--- config.mk ---
export PLATFORM = sky130hd
export DESIGN_NAME = murmur64a_hash
export DESIGN_NICKNAME = d
export VERILOG_FILES = /design/src/design/mm64_pkg.sv /design/src/design/murmur64a_hash.sv /design/src/design/mm64_front.sv /design/src/design/mm64_queue.sv /design/src/design/mm64_mul.sv /design/src/design/mm64_back.sv
export SDC_FILE = /design/constraint.sdc
export NUM_CORES = 2
export LEC_CHECK = 0
export BUFFER_PORTS_ARGS = -buffer_cell sky130_fd_sc_hd__buf_2
export CORE_UTILIZATION = 40
export DETAILED_ROUTE_END_ITERATION = 10
export PLACE_DENSITY = 0.6
export SLEW_MARGIN = 10
export SYNTH_ARGS = -nofsm -noshare
export SYNTH_HDL_FRONTEND = slang
export SYNTH_SLANG_ARGS = --single-unit
--- constraint.sdc ---
create_clock -name clk_i -period 23.2 [get_ports clk_i]
set_clock_uncertainty 0.2 [all_clocks]
set_input_delay 3.48 -clock clk_i [delete_from_list [all_inputs] [get_ports clk_i]]
set_output_delay 3.48 -clock clk_i [all_outputs]
set_load 0.01 [all_outputs]
--- src/design/mm64_pkg.sv ---
// Shared types and constants for the MurmurHash64A block.
package mm64_pkg;

  localparam logic [63:0] MIX_MUL    = 64'hc6a4a7935bd1e995;
  localparam int unsigned MIX_SHIFT  = 47;
  localparam logic [63:0] SEED_RESET = 64'd11111111;

  typedef enum logic [1:0] {
    KIND_NONE,
    KIND_TAIL,
    KIND_FULL
  } mm64_kind_e;

  typedef struct packed {
    logic [63:0] word;
    logic [31:0] len;
    mm64_kind_e  kind;
    logic        first;
    logic        last;
  } mm64_item_t;

endpackage

--- src/design/murmur64a_hash.sv ---
// Top level of the MurmurHash64A message hasher.
// Words enter a two-entry queue at once and are hashed one at a time by a
// sequencer built around one shared 32x32 multiplier; every 64-bit multiply by
// the mix constant takes three partial products. A full 8-byte word needs
// three multiplies, a 1..7 byte tail one and an empty word none; the first
// word of a message adds one multiply for the length seed and the last word
// adds one multiply for finalization plus a hand-off through the ST_HOLD
// state to the output register. The seed is to be written through the cfg
// port while no message is in flight; the block itself does not enforce
// this. The seed resets to 11111111. Only the low LENGTH_WIDTH bits of the
// length (at most 32) are used.
module murmur64a_hash #(
  parameter int unsigned LENGTH_WIDTH = 32
) (
  input  logic        clk_i,
  input  logic        rst_ni,
  input  logic        cfg_valid_i,
  output logic        cfg_ready_o,
  input  logic [63:0] hash_seed_i,
  input  logic        in_valid_i,
  output logic        in_ready_o,
  input  logic [63:0] data_word_i,
  input  logic [3:0]  valid_bytes_i,
  input  logic        last_word_i,
  input  logic [31:0] message_length_i,
  output logic        out_valid_o,
  input  logic        out_ready_i,
  output logic [63:0] hash_value_o
);
  import mm64_pkg::*;

  logic        push, full, pop, q_valid;
  mm64_item_t  f_item, q_item;
  logic [63:0] seed_q;

  assign cfg_ready_o = 1'b1;

  always_ff @(posedge clk_i or negedge rst_ni) begin
    if (!rst_ni) begin
      seed_q <= SEED_RESET;
    end else if (cfg_valid_i) begin
      seed_q <= hash_seed_i;
    end
  end

  mm64_front #(
    .LENGTH_WIDTH(LENGTH_WIDTH)
  ) u_front (
    .clk_i           (clk_i),
    .rst_ni          (rst_ni),
    .in_valid_i      (in_valid_i),
    .in_ready_o      (in_ready_o),
    .data_word_i     (data_word_i),
    .valid_bytes_i   (valid_bytes_i),
    .last_word_i     (last_word_i),
    .message_length_i(message_length_i),
    .push_o          (push),
    .item_o          (f_item),
    .full_i          (full)
  );

  mm64_queue u_queue (
    .clk_i  (clk_i),
    .rst_ni (rst_ni),
    .push_i (push),
    .item_i (f_item),
    .full_o (full),
    .pop_i  (pop),
    .valid_o(q_valid),
    .item_o (q_item)
  );

  mm64_back u_back (
    .clk_i       (clk_i),
    .rst_ni      (rst_ni),
    .q_valid_i   (q_valid),
    .q_pop_o     (pop),
    .q_item_i    (q_item),
    .seed_i      (seed_q),
    .out_valid_o (out_valid_o),
    .out_ready_i (out_ready_i),
    .hash_value_o(hash_value_o)
  );

endmodule

--- src/design/mm64_front.sv ---
// Front end: accepts input words, masks tails, tags message start and kind.
module mm64_front #(
  parameter int unsigned LENGTH_WIDTH = 32
) (
  input  logic               clk_i,
  input  logic               rst_ni,
  input  logic               in_valid_i,
  output logic               in_ready_o,
  input  logic [63:0]        data_word_i,
  input  logic [3:0]         valid_bytes_i,
  input  logic               last_word_i,
  input  logic [31:0]        message_length_i,
  output logic               push_o,
  output mm64_pkg::mm64_item_t item_o,
  input  logic               full_i
);
  import mm64_pkg::*;

  localparam logic [31:0] LenMask =
    (LENGTH_WIDTH >= 32) ? 32'hffff_ffff : 32'((64'd1 << LENGTH_WIDTH) - 64'd1);

  logic       in_message_q, in_message_d;
  logic [3:0] cnt;
  logic [63:0] keep;

  assign in_ready_o = !full_i;
  assign push_o     = in_valid_i && !full_i;

  // counts 8..15 all mean a full word
  assign cnt = valid_bytes_i[3] ? 4'd8 : valid_bytes_i;

  always_comb begin
    for (int b = 0; b < 8; b++) begin
      keep[b*8 +: 8] = (4'(b) < cnt) ? 8'hff : 8'h00;
    end
  end

  always_comb begin
    item_o.word  = data_word_i & keep;
    item_o.len   = message_length_i & LenMask;
    item_o.first = !in_message_q;
    item_o.last  = last_word_i;
    if (cnt == 4'd8) begin
      item_o.kind = KIND_FULL;
    end else if (cnt != 4'd0) begin
      item_o.kind = KIND_TAIL;
    end else begin
      item_o.kind = KIND_NONE;
    end
  end

  assign in_message_d = push_o ? !last_word_i : in_message_q;

  always_ff @(posedge clk_i or negedge rst_ni) begin
    if (!rst_ni) begin
      in_message_q <= 1'b0;
    end else begin
      in_message_q <= in_message_d;
    end
  end

endmodule

--- src/design/mm64_queue.sv ---
// Two-entry queue of classified words between front and back.
module mm64_queue (
  input  logic                 clk_i,
  input  logic                 rst_ni,
  input  logic                 push_i,
  input  mm64_pkg::mm64_item_t item_i,
  output logic                 full_o,
  input  logic                 pop_i,
  output logic                 valid_o,
  output mm64_pkg::mm64_item_t item_o
);
  import mm64_pkg::*;

  localparam int unsigned Depth = 2;
  localparam int unsigned PtrW  = $clog2(Depth);
  localparam int unsigned CntW  = $clog2(Depth + 1);

  mm64_item_t         mem_q [Depth];
  logic [PtrW-1:0]    wr_ptr_q, wr_ptr_d, rd_ptr_q, rd_ptr_d;
  logic [CntW-1:0]    count_q, count_d;

  assign full_o  = (count_q == CntW'(Depth));
  assign valid_o = (count_q != '0);
  assign item_o  = mem_q[rd_ptr_q];

  always_comb begin
    wr_ptr_d = wr_ptr_q;
    rd_ptr_d = rd_ptr_q;
    count_d  = count_q;
    if (push_i) begin
      wr_ptr_d = (wr_ptr_q == PtrW'(Depth - 1)) ? '0 : wr_ptr_q + PtrW'(1);
    end
    if (pop_i) begin
      rd_ptr_d = (rd_ptr_q == PtrW'(Depth - 1)) ? '0 : rd_ptr_q + PtrW'(1);
    end
    if (push_i && !pop_i) begin
      count_d = count_q + CntW'(1);
    end else if (pop_i && !push_i) begin
      count_d = count_q - CntW'(1);
    end
  end

  always_ff @(posedge clk_i or negedge rst_ni) begin
    if (!rst_ni) begin
      wr_ptr_q <= '0;
      rd_ptr_q <= '0;
      count_q  <= '0;
    end else begin
      wr_ptr_q <= wr_ptr_d;
      rd_ptr_q <= rd_ptr_d;
      count_q  <= count_d;
    end
  end

  always_ff @(posedge clk_i) begin
    if (push_i) begin
      mem_q[wr_ptr_q] <= item_i;
    end
  end

endmodule

--- src/design/mm64_mul.sv ---
// Iterative 64-bit multiply by the mix constant, low half, on one 32x32 multiplier.
module mm64_mul (
  input  logic        clk_i,
  input  logic        rst_ni,
  input  logic        start_i,
  input  logic [63:0] a_i,
  output logic        done_o,
  output logic [63:0] p_o
);
  import mm64_pkg::*;

  typedef enum logic [1:0] {
    STEP_LL,
    STEP_HL,
    STEP_LH
  } step_e;

  step_e       step_q;
  logic        busy_q, done_q;
  logic [63:0] a_q, acc_q, acc_d;
  logic [31:0] op_x, op_y;
  logic [63:0] prod;

  always_comb begin
    unique case (step_q)
      STEP_LL: begin
        op_x = a_q[31:0];
        op_y = MIX_MUL[31:0];
      end
      STEP_HL: begin
        op_x = a_q[63:32];
        op_y = MIX_MUL[31:0];
      end
      STEP_LH: begin
        op_x = a_q[31:0];
        op_y = MIX_MUL[63:32];
      end
      default: begin
        op_x = a_q[31:0];
        op_y = MIX_MUL[31:0];
      end
    endcase
  end

  assign prod = 64'(op_x) * 64'(op_y);

  always_comb begin
    if (step_q == STEP_LL) begin
      acc_d = prod;
    end else begin
      acc_d = {acc_q[63:32] + prod[31:0], acc_q[31:0]};
    end
  end

  assign done_o = done_q;
  assign p_o    = acc_q;

  always_ff @(posedge clk_i or negedge rst_ni) begin
    if (!rst_ni) begin
      busy_q <= 1'b0;
      done_q <= 1'b0;
      step_q <= STEP_LL;
    end else if (start_i) begin
      busy_q <= 1'b1;
      done_q <= 1'b0;
      step_q <= STEP_LL;
    end else if (busy_q) begin
      unique case (step_q)
        STEP_LL: begin
          step_q <= STEP_HL;
          done_q <= 1'b0;
        end
        STEP_HL: begin
          step_q <= STEP_LH;
          done_q <= 1'b0;
        end
        STEP_LH: begin
          step_q <= STEP_LL;
          busy_q <= 1'b0;
          done_q <= 1'b1;
        end
        default: begin
          step_q <= STEP_LL;
          busy_q <= 1'b0;
          done_q <= 1'b0;
        end
      endcase
    end else begin
      done_q <= 1'b0;
    end
  end

  always_ff @(posedge clk_i) begin
    if (start_i) begin
      a_q <= a_i;
    end else if (busy_q) begin
      acc_q <= acc_d;
    end
  end

endmodule

--- src/design/mm64_back.sv ---
// Back end: sequences seeding, word mixing and finalization over the multiplier.
module mm64_back (
  input  logic                 clk_i,
  input  logic                 rst_ni,
  input  logic                 q_valid_i,
  output logic                 q_pop_o,
  input  mm64_pkg::mm64_item_t q_item_i,
  input  logic [63:0]          seed_i,
  output logic                 out_valid_o,
  input  logic                 out_ready_i,
  output logic [63:0]          hash_value_o
);
  import mm64_pkg::*;

  typedef enum logic [2:0] {
    ST_IDLE,
    ST_SEED,
    ST_KEY1,
    ST_KEY2,
    ST_HASH,
    ST_FIN,
    ST_HOLD
  } state_e;

  typedef struct packed {
    state_e      st;
    logic        start;
    logic [63:0] a;
  } launch_t;

  state_e      state_q, state_d;
  mm64_item_t  item_q, item_d;
  logic [63:0] h_q, h_d, mul_a_q, mul_a_d, out_q, out_d;
  logic        mul_start_q, mul_start_d, out_valid_q, out_valid_d;
  logic        mul_done;
  logic [63:0] mul_p;
  launch_t     ln;

  function automatic launch_t after_mix(mm64_item_t it, logic [63:0] h);
    launch_t r;
    if (it.last) begin
      r.st    = ST_FIN;
      r.start = 1'b1;
      r.a     = h ^ (h >> MIX_SHIFT);
    end else begin
      r.st    = ST_IDLE;
      r.start = 1'b0;
      r.a     = h;
    end
    return r;
  endfunction

  function automatic launch_t after_seed(mm64_item_t it, logic [63:0] h);
    launch_t r;
    unique case (it.kind)
      KIND_FULL: begin
        r.st    = ST_KEY1;
        r.start = 1'b1;
        r.a     = it.word;
      end
      KIND_TAIL: begin
        r.st    = ST_HASH;
        r.start = 1'b1;
        r.a     = h ^ it.word;
      end
      default: r = after_mix(it, h);
    endcase
    return r;
  endfunction

  mm64_mul u_mul (
    .clk_i  (clk_i),
    .rst_ni (rst_ni),
    .start_i(mul_start_q),
    .a_i    (mul_a_q),
    .done_o (mul_done),
    .p_o    (mul_p)
  );

  assign q_pop_o      = (state_q == ST_IDLE) && q_valid_i;
  assign out_valid_o  = out_valid_q;
  assign hash_value_o = out_q;

  always_comb begin
    state_d     = state_q;
    item_d      = item_q;
    h_d         = h_q;
    mul_start_d = 1'b0;
    mul_a_d     = mul_a_q;
    out_d       = out_q;
    out_valid_d = out_valid_q && !out_ready_i;
    ln          = '{st: ST_IDLE, start: 1'b0, a: '0};
    unique case (state_q)
      ST_IDLE: begin
        if (q_valid_i) begin
          item_d = q_item_i;
          if (q_item_i.first) begin
            ln = '{st: ST_SEED, start: 1'b1, a: 64'(q_item_i.len)};
          end else begin
            ln = after_seed(q_item_i, h_q);
          end
          state_d     = ln.st;
          mul_start_d = ln.start;
          mul_a_d     = ln.a;
        end
      end
      ST_SEED: begin
        if (mul_done) begin
          h_d         = seed_i ^ mul_p;
          ln          = after_seed(item_q, seed_i ^ mul_p);
          state_d     = ln.st;
          mul_start_d = ln.start;
          mul_a_d     = ln.a;
        end
      end
      ST_KEY1: begin
        if (mul_done) begin
          state_d     = ST_KEY2;
          mul_start_d = 1'b1;
          mul_a_d     = mul_p ^ (mul_p >> MIX_SHIFT);
        end
      end
      ST_KEY2: begin
        if (mul_done) begin
          state_d     = ST_HASH;
          mul_start_d = 1'b1;
          mul_a_d     = h_q ^ mul_p;
        end
      end
      ST_HASH: begin
        if (mul_done) begin
          h_d         = mul_p;
          ln          = after_mix(item_q, mul_p);
          state_d     = ln.st;
          mul_start_d = ln.start;
          mul_a_d     = ln.a;
        end
      end
      ST_FIN: begin
        if (mul_done) begin
          h_d     = mul_p ^ (mul_p >> MIX_SHIFT);
          state_d = ST_HOLD;
        end
      end
      ST_HOLD: begin
        if (!out_valid_q || out_ready_i) begin
          out_d       = h_q;
          out_valid_d = 1'b1;
          h_d         = '0;
          state_d     = ST_IDLE;
        end
      end
      default: state_d = ST_IDLE;
    endcase
  end

  always_ff @(posedge clk_i or negedge rst_ni) begin
    if (!rst_ni) begin
      state_q     <= ST_IDLE;
      h_q         <= '0;
      mul_start_q <= 1'b0;
      out_valid_q <= 1'b0;
      item_q      <= '0;
      mul_a_q     <= '0;
      out_q       <= '0;
    end else begin
      state_q     <= state_d;
      h_q         <= h_d;
      mul_start_q <= mul_start_d;
      out_valid_q <= out_valid_d;
      item_q      <= item_d;
      mul_a_q     <= mul_a_d;
      out_q       <= out_d;
    end
  end

endmodule

==> run_results.csv <==
group,metric,value,unit
yosys,syn_area,58600,um2
yosys,ys_ff_latch,665,
worst_setup_path,crit_top_cell,"inv_1",
place,dp_hpwl,158000,um
timing,drv_slew,0,
detailed_routing,drc,0,
cells_and_area,layout.nets,7026,
floorplan,die_h,385,um
yosys,postSynth.asyncResetShare,50.7,%
timing,rsz0062_at_grt,"no",
global_route,grt_pass1_vias,44059,
clocking,root_buffer,"clkbuf_16",
run_status,outcome,"finished, final reports clean",
timing,setup_viol,0,
yosys,yosys_warnings,0,
global_route,grt_max_degree,93,
clocking,numClockSinks,665,
yosys,yosysMostFrequentCell,"inv_1",
place,port_buffers,235,
pwr,ir_worst_vdd,0.0000535,V
cells_and_area,num-fill-cells,13828,
timing,slew_headroom,17.7,%
pwr,p_seq_share,45.1,%
floorplan,rows,140,
cells_and_area,drive_above_1_share,11.3,%
pwr,switching_share,28.3,%
clocking,clk_latency,0.67,ns
cells_and_area,final_cells,7783,
clocking,cts_tree,"yes",
timing,period_minus_slack,10.83,ns
cells_and_area,design_area,64100,um2
detailed_routing,vias,44000,
timing,fmax,92.4,MHz
floorplan,io_pins,237,
yosys,synthCells,5750,
floorplan,coreArea,146000,um2
worst_setup_path,critPathLaunchType,"flop",
yosys,synth_top_area_share,20.9,%
worst_hold_path,hold_class,"reg -> reg",
yosys,synthTopCellsByArea,"fa_1 (21%), edfxtp_1 (17%), dfrtp_1 (14%), ha_1 (9.4%), inv_1 (5.4%)",
clocking,cts.repair.resized,0,
floorplan,die_w,385,um
worst_setup_path,rr_startpoint,"u_back.u_mul.step_q[0]",
detailed_routing,routed_wl,200000,um
clocking,hold_buffers,0,
clocking,post_cts_buffers,0,
global_route,grt_usage,27.2,%
clocking,clk_pin_slew,0.06,ns
yosys,ys_seq_area_share,31.2,%
yosys,synth_commonest_cells,"inv_1 (850), fa_1 (613), a21oi_1 (517)",
worst_setup_path,path_max_fanout,32,
cells_and_area,area_growth,9.32,%
yosys,synth_flop_cell,"edfxtp_1",
yosys,synth.distinct_cells,78,
clocking,htreeDepth,3,
global_route,grt_pass1_wl,297000,um
detailed_routing,drt_pass1_iterations,6,
worst_setup_path,reg2reg_slack,12.37,ns
place,place.gp.congestion,0.991,
job,maxCapViolCount,0,
pwr,pwr-share-comb,15.8,%
worst_setup_path,cp.required,23.38,ns
detailed_routing,wl_per_cell,25.7,um
worst_setup_path,slowest_delay,0.56,ns
yosys,synth_edf_count,328,
timing,tightest_slew,1.23,ns
detailed_routing,drtIter0Drc,4177,
timing,final_hold_viol_count,0,
yosys,post_synth.cell_area_avg,10.2,um2
floorplan,die_area,148000,um2
worst_setup_path,crit_path_top_delay_cell,"fa_1",
worst_setup_path,arrival,11.01,ns
detailed_routing,drt-vias-per-instance,5.65,
timing,post-route-period-util,46.7,%
clocking,numCtsBuffers,71,
pwr,switchingPower,0.872,mW
pwr,powerDensity,48.2,nW/um2
worst_setup_path,crit_start,"u_back.u_mul.step_q[0]",
global_route,gr-total-overflow,0,
worst_setup_path,ff2ff_path_depth,38,
pwr,p_total,3.08,mW
yosys,yosysTopAreaCell,"fa_1",
place,placed_cell_area,61600,um2
worst_setup_path,reg2reg_to,"u_back.u_mul.p_o[62]",
timing,finalSetupTns,0,ns
floorplan,initial_core_util,40.3,%
clocking,clockBufferDepth,3,
worst_setup_path,critPathCaptureType,"flop",
global_route,antenna_found_initial,4,
cells_and_area,fin_util,44.0,%
worst_setup_path,crit_end,"u_back.u_mul.p_o[62]",
detailed_routing,antenna_left,0,
worst_setup_path,critPathKind,"reg -> reg",
pwr,p_int,2.21,mW
place,dp.cells,7648,
pwr,p_leak,28.1,nW
pwr,clock_power_share,39.1,%
cell usage in the layout (no fill, tap or decap), types with 32 or more instances in the layout:
master and instances:
a211oi_1 34, nor2_1 339, nor3_1 56, o32ai_1 40
o21ai_0 267, xor2_1 60, ha_1 435, mux2_2 174
nor3b_1 66, inv_1 849, buf_2 233, o22ai_1 32
o221ai_1 51, nor2b_1 74, a22o_1 40, mux2i_1 106
clkbuf_16 72, a21o_1 78, a222oi_1 32, edfxtp_1 328
buf_4 60, fa_1 613, dfrtp_1 322, a21oi_1 516
xnor2_1 196, and3_1 36, nand2_1 351
per-stage QoR:
| stage | hold WS (ns) | setup WS, ns |
|---|---|---|
| finish | 0.248 | 12.37 |
| global route | 0.255 | 11.48 |
| CTS | 0.246 | 12.36 |
| detailed placement | 0.233 | 12.44 |
| global placement | 0.231 | 12.48 |
| floorplan | 0.225 | 12.97 |
worst max-delay path: cells and delay by family, from the launching register on:
kind | cells | cell delay [ns]
multiplexers | 2 | 0.45
flip-flops | 1 | 0.49
XOR/XNOR | 2 | 0.35
buffers and inverters | 9 | 1.27
AO/OA/AOI/OAI | 11 | 2.45
AND/OR/NAND/NOR | 4 | 0.85
adder cells (fa/ha/maj) | 10 | 4.43
registers in the layout, summed over array words and instances (netlist names), 2 cells and up:
register             flops
u_queue.mem_q          200
u_back.item_q           67
seed_q                  64
u_back.h_q              64
u_back.hash_value_o     64
u_back.mul_a_q          64
u_back.u_mul.a_q        64
u_back.u_mul.p_o        64
u_back.state_q           3
u_back.u_mul.step_q      2
u_queue.count_q          2
kinds of logic (layout without fill, tap and decap cells):
family | after synthesis | after routing | share of synthesized area, %
XOR/XNOR | 258 | 258 | 3.88
flip-flops | 665 | 665 | 31.2
buffers and inverters | 1169 | 1276 | 7.55
multiplexers | 280 | 280 | 5.16
AO/OA/AOI/OAI | 1277 | 1277 | 13.6
AND/OR/NAND/NOR | 1047 | 1047 | 8.24
adder cells (fa/ha/maj) | 1052 | 1052 | 30.3
other | 2 | 11 | 0.0128
area by class of cell:
| class | count | area [um2] | area share [%] |
|---|---|---|---|
| Clock buffer | 88 | 1930 | 3.02 |
| Inverter | 851 | 3190 | 4.99 |
| Antenna cell | 4 | 10.0 | 0.0156 |
| Tap cell | 1917 | 2400 | 3.74 |
| Sequential cell | 665 | 18300 | 28.6 |
| Multi-Input combinational cell | 3921 | 36100 | 56.3 |
| Timing Repair Buffer | 294 | 1630 | 2.55 |
| Clock inverter | 43 | 524 | 0.819 |
how the worst min path moves through the flow:
| stage | start | endpoint | slack [ns] | depth (start not counted) |
|---|---|---|---|---|
| after detailed placement | u_back.mul_a_q[34] | u_back.u_mul.a_q[34] | 0.23 | 0 |
| final | u_back.mul_a_q[44] | u_back.u_mul.a_q[44] | 0.25 | 0 |
| after CTS | u_back.mul_a_q[7] | u_back.u_mul.a_q[7] | 0.25 | 0 |
| after floorplan | u_back.mul_a_q[17] | u_back.u_mul.a_q[17] | 0.22 | 0 |
| after global routing | u_back.mul_a_q[32] | u_back.u_mul.a_q[32] | 0.26 | 0 |
| after global placement | u_back.mul_a_q[22] | u_back.u_mul.a_q[22] | 0.23 | 0 |
per-layer routing:
layer | vias to the layer above | wire [um] | track usage [%] | part of all wire, %
li1 | 19581 | - | - | -
met1 | 22367 | 84800 | 37.5 | 42
met2 | 1742 | 93800 | 43.9 | 47
met3 | 308 | 13300 | 3.45 | 6.7
met4 | 2 | 8050 | 9.91 | 4.0
met5 | - | 13 | 0 | 0.0065
power groups by stage:
stage | Clock, mW | Combinational, mW | Sequential, mW
after floorplan | 0 | 0.319 | 1.41
after global placement | 0 | 0.477 | 1.41
after detailed placement | 0 | 0.484 | 1.41
after CTS | 1.23 | 0.487 | 1.39
after global routing | 1.27 | 0.531 | 1.40
final | 1.21 | 0.487 | 1.39
(Power assumes the default switching activity.)
